$ cat config.mk
export PLATFORM = sky130hd
export DESIGN_NAME = qos_level_alert_recovery_core
export DESIGN_NICKNAME = d
export VERILOG_FILES = /design/src/design/qlar_pkg.sv /design/src/design/qos_level_alert_recovery_core.sv /design/src/design/qlar_csr.sv /design/src/design/qlar_update.sv
export SDC_FILE = /design/constraint.sdc
export NUM_CORES = 1
export LEC_CHECK = 0
export BUFFER_PORTS_ARGS = -buffer_cell sky130_fd_sc_hd__buf_2
export CORE_AREA = 2 2 126 190
export DETAILED_ROUTE_END_ITERATION = 16
export DIE_AREA = 0 0 128 192
export GPL_TIMING_DRIVEN = 0
export HOLD_SLACK_MARGIN = 0.03
export PLACE_DENSITY_LB_ADDON = 0.15
export SLEW_MARGIN = 30
export SYNTH_ARGS = -nofsm -noshare
export SYNTH_HDL_FRONTEND = slang
export SYNTH_SLANG_ARGS = --single-unit
$ cat constraint.sdc
create_clock -name clock -period 7.1 [get_ports clock]
set_clock_uncertainty 0.2 [all_clocks]
set_input_delay 0.71 -clock clock [delete_from_list [all_inputs] [get_ports clock]]
set_output_delay 0.71 -clock clock [all_outputs]
set_load 0.1 [all_outputs]
$ cat src/design/qlar_pkg.sv
// Shared types and constants for the QoS level alert and recovery core.
package qlar_pkg;

   localparam int TIME_BITS  = 32;
   localparam int PAUSE_W    = 32;
   localparam int LEVEL_W    = 4;
   localparam int CMP_W      = (TIME_BITS > PAUSE_W) ? TIME_BITS : PAUSE_W;
   localparam int CSR_DATA_W = (PAUSE_W > LEVEL_W) ? PAUSE_W : LEVEL_W;
   localparam int REQ_DATA_W = ((TIME_BITS + 1 + 7) / 8) * 8;
   localparam int RSP_DATA_W = ((LEVEL_W + 3 + 7) / 8) * 8;

   localparam logic [LEVEL_W-1:0] LEVEL_TOP       = '1;
   localparam logic [LEVEL_W-1:0] STOP_LEVEL_INIT = LEVEL_W'(10);

   typedef enum logic [1:0] {
      CSR_ALERT_PAUSE    = 2'd0,
      CSR_RECOVERY_PAUSE = 2'd1,
      CSR_BASE_LEVEL     = 2'd2,
      CSR_STOP_LEVEL     = 2'd3
   } csr_index_type;

   typedef struct packed {
      logic [PAUSE_W-1:0] alert_pause;
      logic [PAUSE_W-1:0] recovery_pause;
      logic [LEVEL_W-1:0] base_level;
      logic [LEVEL_W-1:0] stop_level;
   } cfg_type;

   typedef struct packed {
      logic               load;
      logic [LEVEL_W-1:0] level;
   } level_load_type;

   typedef struct packed {
      logic [LEVEL_W-1:0]   level;
      logic [TIME_BITS-1:0] last_alert;
      logic [TIME_BITS-1:0] last_recovery;
      logic                 halted;
   } state_type;

   typedef struct packed {
      logic [LEVEL_W-1:0] qos_level;
      logic               raised;
      logic               lowered;
      logic               stopped;
   } result_type;

endpackage

$ cat src/design/qos_level_alert_recovery_core.sv
// Top level of the QoS level alert and recovery core.
//
// Each request beat carries a millisecond timestamp and a pass or fail
// verdict; each one produces exactly one response beat holding the level
// after that beat and the raised, lowered and stopped flags.
// The request beat is captured in an input register at the accepting edge.
// The update logic then evaluates it against the held level and the two
// timer stamps, and the result is registered in the response register
// when the beat moves on, which it does only when the response register
// is empty or being drained; the response beat is presented from there.
// Throughput is one beat per cycle while the receiver keeps rsp_tready
// high: the input register refills in the same cycle that it hands its
// beat on.
// When the receiver stalls, the response register holds its beat and the
// input register holds one more; req_tready then falls until rsp_tready
// returns, and no beat is lost or repeated.
// The configuration port writes a register at any clock edge with csr_we
// high; writing base_level also loads the level. Writes are expected only
// while no beat is in flight.
// Synchronous reset clears both stages, the level, the timer stamps and
// the stopped flag, and restores the register defaults. Once stopped, the
// core answers every beat with the held level until the next reset.
module qos_level_alert_recovery_core
   import qlar_pkg::*;
(
   input  logic                  clock,
   input  logic                  reset,
   // req_tdata, from bit 0: now_ms, measure_ok, zero padding
   input  logic                  req_tvalid,
   output logic                  req_tready,
   input  logic [REQ_DATA_W-1:0] req_tdata,
   // rsp_tdata, from bit 0: qos_level, raised, lowered, stopped, zero padding
   output logic                  rsp_tvalid,
   input  logic                  rsp_tready,
   output logic [RSP_DATA_W-1:0] rsp_tdata,
   input  logic                  csr_we,
   input  logic [1:0]            csr_index,
   input  logic [CSR_DATA_W-1:0] csr_wdata
);

   cfg_type              cfg;
   level_load_type       level_load;
   state_type            state_ff;
   state_type            state_in;
   state_type            state_next;
   result_type           result;
   result_type           rsp_ff;
   logic                 in_valid_ff;
   logic [TIME_BITS-1:0] in_now_ff;
   logic                 in_ok_ff;
   logic                 rsp_valid_ff;
   logic                 advance;
   logic                 req_take;

   qlar_csr u_csr (
      .clock      (clock),
      .reset      (reset),
      .csr_we     (csr_we),
      .csr_index  (csr_index),
      .csr_wdata  (csr_wdata),
      .cfg        (cfg),
      .level_load (level_load)
   );

   qlar_update u_update (
      .cfg        (cfg),
      .state      (state_ff),
      .now_ms     (in_now_ff),
      .measure_ok (in_ok_ff),
      .state_next (state_next),
      .result     (result)
   );

   // A beat moves on when the response register is empty or being drained.
   assign advance    = in_valid_ff && (!rsp_valid_ff || rsp_tready);
   assign req_tready = !in_valid_ff || advance;
   assign req_take   = req_tvalid && req_tready;

   always_comb begin
      state_in = state_ff;
      if (advance) begin
         state_in = state_next;
      end
      if (level_load.load) begin
         state_in.level = level_load.level;
      end
   end

   always_ff @(posedge clock) begin
      if (reset) begin
         in_valid_ff            <= 1'b0;
         rsp_valid_ff           <= 1'b0;
         state_ff.level         <= '0;
         state_ff.last_alert    <= '0;
         state_ff.last_recovery <= '0;
         state_ff.halted        <= 1'b0;
      end else begin
         state_ff <= state_in;
         if (req_tready) begin
            in_valid_ff <= req_tvalid;
         end
         if (advance) begin
            rsp_valid_ff <= 1'b1;
         end else if (rsp_tready) begin
            rsp_valid_ff <= 1'b0;
         end
      end
   end

   // Payload registers carry no reset.
   always_ff @(posedge clock) begin
      if (req_take) begin
         in_now_ff <= req_tdata[TIME_BITS-1:0];
         in_ok_ff  <= req_tdata[TIME_BITS];
      end
      if (advance) begin
         rsp_ff <= result;
      end
   end

   assign rsp_tvalid = rsp_valid_ff;
   assign rsp_tdata  = RSP_DATA_W'({rsp_ff.stopped, rsp_ff.lowered, rsp_ff.raised,
                                    rsp_ff.qos_level});

endmodule

$ cat src/design/qlar_csr.sv
// Configuration register bank with the level load strobe.
module qlar_csr
   import qlar_pkg::*;
(
   input  logic                  clock,
   input  logic                  reset,
   input  logic                  csr_we,
   input  logic [1:0]            csr_index,
   input  logic [CSR_DATA_W-1:0] csr_wdata,
   output cfg_type               cfg,
   output level_load_type        level_load
);

   cfg_type       cfg_ff;
   cfg_type       cfg_in;
   csr_index_type index;

   assign index = csr_index_type'(csr_index);

   always_comb begin
      cfg_in           = cfg_ff;
      level_load.load  = 1'b0;
      level_load.level = csr_wdata[LEVEL_W-1:0];
      if (csr_we) begin
         unique case (index)
            CSR_ALERT_PAUSE:    cfg_in.alert_pause    = csr_wdata[PAUSE_W-1:0];
            CSR_RECOVERY_PAUSE: cfg_in.recovery_pause = csr_wdata[PAUSE_W-1:0];
            CSR_BASE_LEVEL: begin
               cfg_in.base_level = csr_wdata[LEVEL_W-1:0];
               level_load.load   = 1'b1;
            end
            CSR_STOP_LEVEL:     cfg_in.stop_level     = csr_wdata[LEVEL_W-1:0];
            default:            cfg_in                = cfg_ff;
         endcase
      end
   end

   always_ff @(posedge clock) begin
      if (reset) begin
         cfg_ff.alert_pause    <= '0;
         cfg_ff.recovery_pause <= '0;
         cfg_ff.base_level     <= '0;
         cfg_ff.stop_level     <= STOP_LEVEL_INIT;
      end else begin
         cfg_ff <= cfg_in;
      end
   end

   assign cfg = cfg_ff;

endmodule

$ cat src/design/qlar_update.sv
// Next-state and result logic for one measurement beat.
module qlar_update
   import qlar_pkg::*;
(
   input  cfg_type              cfg,
   input  state_type            state,
   input  logic [TIME_BITS-1:0] now_ms,
   input  logic                 measure_ok,
   output state_type            state_next,
   output result_type           result
);

   logic [TIME_BITS-1:0] alert_elapsed;
   logic [TIME_BITS-1:0] recovery_stamp;
   logic [TIME_BITS-1:0] recovery_elapsed;
   logic                 alert_due;
   logic                 recovery_due;
   logic                 raised;
   logic                 lowered;

   assign alert_elapsed    = now_ms - state.last_alert;
   // The later stamp is a plain unsigned compare, without regard to wrap.
   assign recovery_stamp   = (state.last_alert > state.last_recovery) ?
                             state.last_alert : state.last_recovery;
   assign recovery_elapsed = now_ms - recovery_stamp;
   assign alert_due        = CMP_W'(alert_elapsed) > CMP_W'(cfg.alert_pause);
   assign recovery_due     = CMP_W'(recovery_elapsed) > CMP_W'(cfg.recovery_pause);

   always_comb begin
      state_next = state;
      raised     = 1'b0;
      lowered    = 1'b0;
      if (!state.halted) begin
         if (!measure_ok) begin
            if (state.level == cfg.stop_level) begin
               state_next.halted = 1'b1;
            end else if (state.level != LEVEL_TOP && alert_due) begin
               state_next.level      = state.level + LEVEL_W'(1);
               state_next.last_alert = now_ms;
               raised                = 1'b1;
            end
         end else if (state.level > cfg.base_level) begin
            state_next.last_recovery = recovery_stamp;
            if (recovery_due) begin
               state_next.level         = state.level - LEVEL_W'(1);
               state_next.last_recovery = now_ms;
               lowered                  = 1'b1;
            end
         end
      end
      result.qos_level = state_next.level;
      result.raised    = raised;
      result.lowered   = lowered;
      result.stopped   = state_next.halted;
   end

endmodule

==> out/qor.yml <==
die_w_um: 128
rsz0062_at_grt: "yes"
yosysSeqAreaShare: 0.320
synth_top_area_frac: 0.226
antenna_cells: 0
worstPathArrival_ns: 7.45
final_common_cell: "nand2_1"
synth_fp_nets: 1826
start_util: 0.557
drc: 0
num_rows: 68
core_area_mm2: 0.0228
syn_to_final_growth_pct: 20.5
post-place-cells: 1942
grt_max_degree: 27
maxSlewViolCount: 0
max_slew_margin: 0.412
drive_above_1_share: 0.174
ant_nets: 0
synth_edf_count: 40
cellLeakagePower_nw: 5.93
cp_max_fo: 10
status: "finished, violations left"
hp-class: "primary input to flop"
slowest_stage: "fa_2"
grt_first_pass_wirelength_um: 58700
first_pass_iters: 6
avgSynthCellArea_um2: 8.03
fmax_mhz: 138
dp_hpwl_um: 28400
p_per_area_mw_per_mm2: 250
routed_wl_um: 38500
routed-wl-met3_um: 1410
post-route-period-util: 1.02
grt_pass1_vias: 11700
insertion_delay_ns: 0.46
globalplace.congestion: 0.945
cts_tree: "done"
finalHoldViolCount: 0
grt_usage: 0.309
grt_overflow: 0
setup_ws_ns: -0.169
final_util: 0.671
final_cells: 2026
start_kind: "flop"
max_cap_violations: 0
ys_types: 69
finalSetupViolations: 37
critPathKind: "flop to flop"
final_cell_mix: "nand2_1, a21oi_1, inv_1"
wl_met2_um: 20100
port_buffers: 80
required_ns: 7.28
cts_buffers: 17
cpPeakStageDelay_ns: 0.39
cts_buffer_depth: 2
antenna_found_initial: 0
die_area_mm2: 0.0246
synth_top_cell_by_area: "dfxtp_1"
clk_pin_slew_ns: 0.08
synth_area_leaders: "dfxtp_1, ha_1, edfxtp_1"
drt_iter0_markers: 915
vias: 12000
ctsHtreeMaxLevel: 4
wl_met1_um: 14700
io_pins: 89
violations: "setup timing"
peakVddDrop_uv: 167
synth_area_mm2: 0.0127
end_kind: "flop"
ys_seq_elements: 183
synthesis.instances: 1581
fin_crit_ns: 7.27
cts_root_buf: "clkbuf_16"
viasPerCell: 5.92
worst_pin_slew_ns: 0.879
async_reset_ff_frac: 0
yosysWarnings: 0
die_h_um: 192
num-nets-final: 1978
power.total_mw: 3.82
maxUsedRoutingLayer: "met4"
cts_sinks: 183
routedWlPerCell_um: 19.0
synth_ff_type: "dfxtp_1"
[through the flow]
stage	setup TNS (ns)	hold slack, ns	cell area [um2]	worst slack [ns]
final	-3.17	0.221	15300	-0.169
after global placement	-92.90	0.244	13400	-2.39
after floorplan	0	0.232	12700	0.223
after detailed placement	-98.31	0.249	13500	-2.53
after global routing	-9.54	0.217	15300	-0.322
after CTS	0	0.212	14700	0.00259
[metal layers]
| layer | up-vias | GRT usage |
|---|---|---|
| li1 | 5814 | - |
| met1 | 5684 | 0.328 |
| met2 | 366 | 0.584 |
| met3 | 124 | 0.0390 |
| met4 | 0 | 0.169 |
| met5 | - | 0 |
[worst max-delay path, delay by kind of cell, from the launching register on]
family,cells,cell delay [ns]
compound gates,14,2.36
simple gates,10,1.88
buf+inv,7,1.03
fa+ha+maj,3,1.00
flops,1,0.35
mux,1,0.19
xor+xnor,1,0.17
[final timing paths]
| check | from | end | slack (ns) | cells past startpoint |
|---|---|---|---|---|
| worst max-delay path | state_ff[27] | state_ff[32] | -0.17 | 36 |
| worst min-delay path | req_tdata[32] | in_ok_ff | 0.22 | 1 |
| worst max register to register | state_ff[27] | state_ff[32] | -0.17 | 36 |
| worst min register to register | u_csr.cfg[70] | u_csr.cfg[70] | 0.26 | 2 |
[Yosys cell counts (21+ instances only)]
library cell and count:
a21o_1 39, a21oi_1 212, clkbuf_1 49, dfxtp_1 143, edfxtp_1 40, ha_1 164, inv_1 154, mux2i_1 40
nand2_1 249, nand4_1 29, nor2_1 117, o211ai_1 39, o21ai_0 46, xnor2_1 41, xor2_1 21
[cell type report]
| cell class | count | area (um2) |
|---|---|---|
| multi-input combinational | 1185 | 8440 |
| fill | 1870 | 7510 |
| sequential | 183 | 4100 |
| timing repair buffer | 135 | 901 |
| inverter | 154 | 578 |
| clock buffer | 23 | 532 |
| tap | 280 | 350 |
| buffer | 57 | 305 |
| clock inverter | 9 | 91.3 |
[logic make-up after synthesis]
family                     Yosys count  share of synthesized area
muxes                               40                     0.0315
xor gates and xnor gates            62                     0.0428
DFF                                183                      0.320
and+or+nand+nor                    484                      0.167
other                                1                   0.000295
AOI/OAI and AO/OA                  430                      0.209
adders and majority gates          167                      0.166
buffers and inverters              214                     0.0640
[flip-flops by register name, summed over array words and instances, names as in the netlist]
register and count:
u_csr.cfg 72, state_ff 69, in_now_ff 32, rsp_tdata 7, in_ok_ff 1, in_valid_ff 1, rsp_tvalid 1
[where the power goes]
part | switching (mW) | total [mW] | internal, mW | leakage, nW
sequential | 0.0434 | 1.16 | 1.11 | 1.56
clock | 0.455 | 1.00 | 0.545 | 0.309
combinational | 0.970 | 1.67 | 0.695 | 4.05
[repair_timing]
item / 4_1_cts / 5_1_grt
cloned: 0 / 4
setup buffers: 33 / 20
resized for setup: 94 / 97
pin swaps: 45 / 85
endpoints found under the setup margin: 41 / 41
hold buffers: 0 / 0
Note: power is estimated with default switching activity, not from simulation.
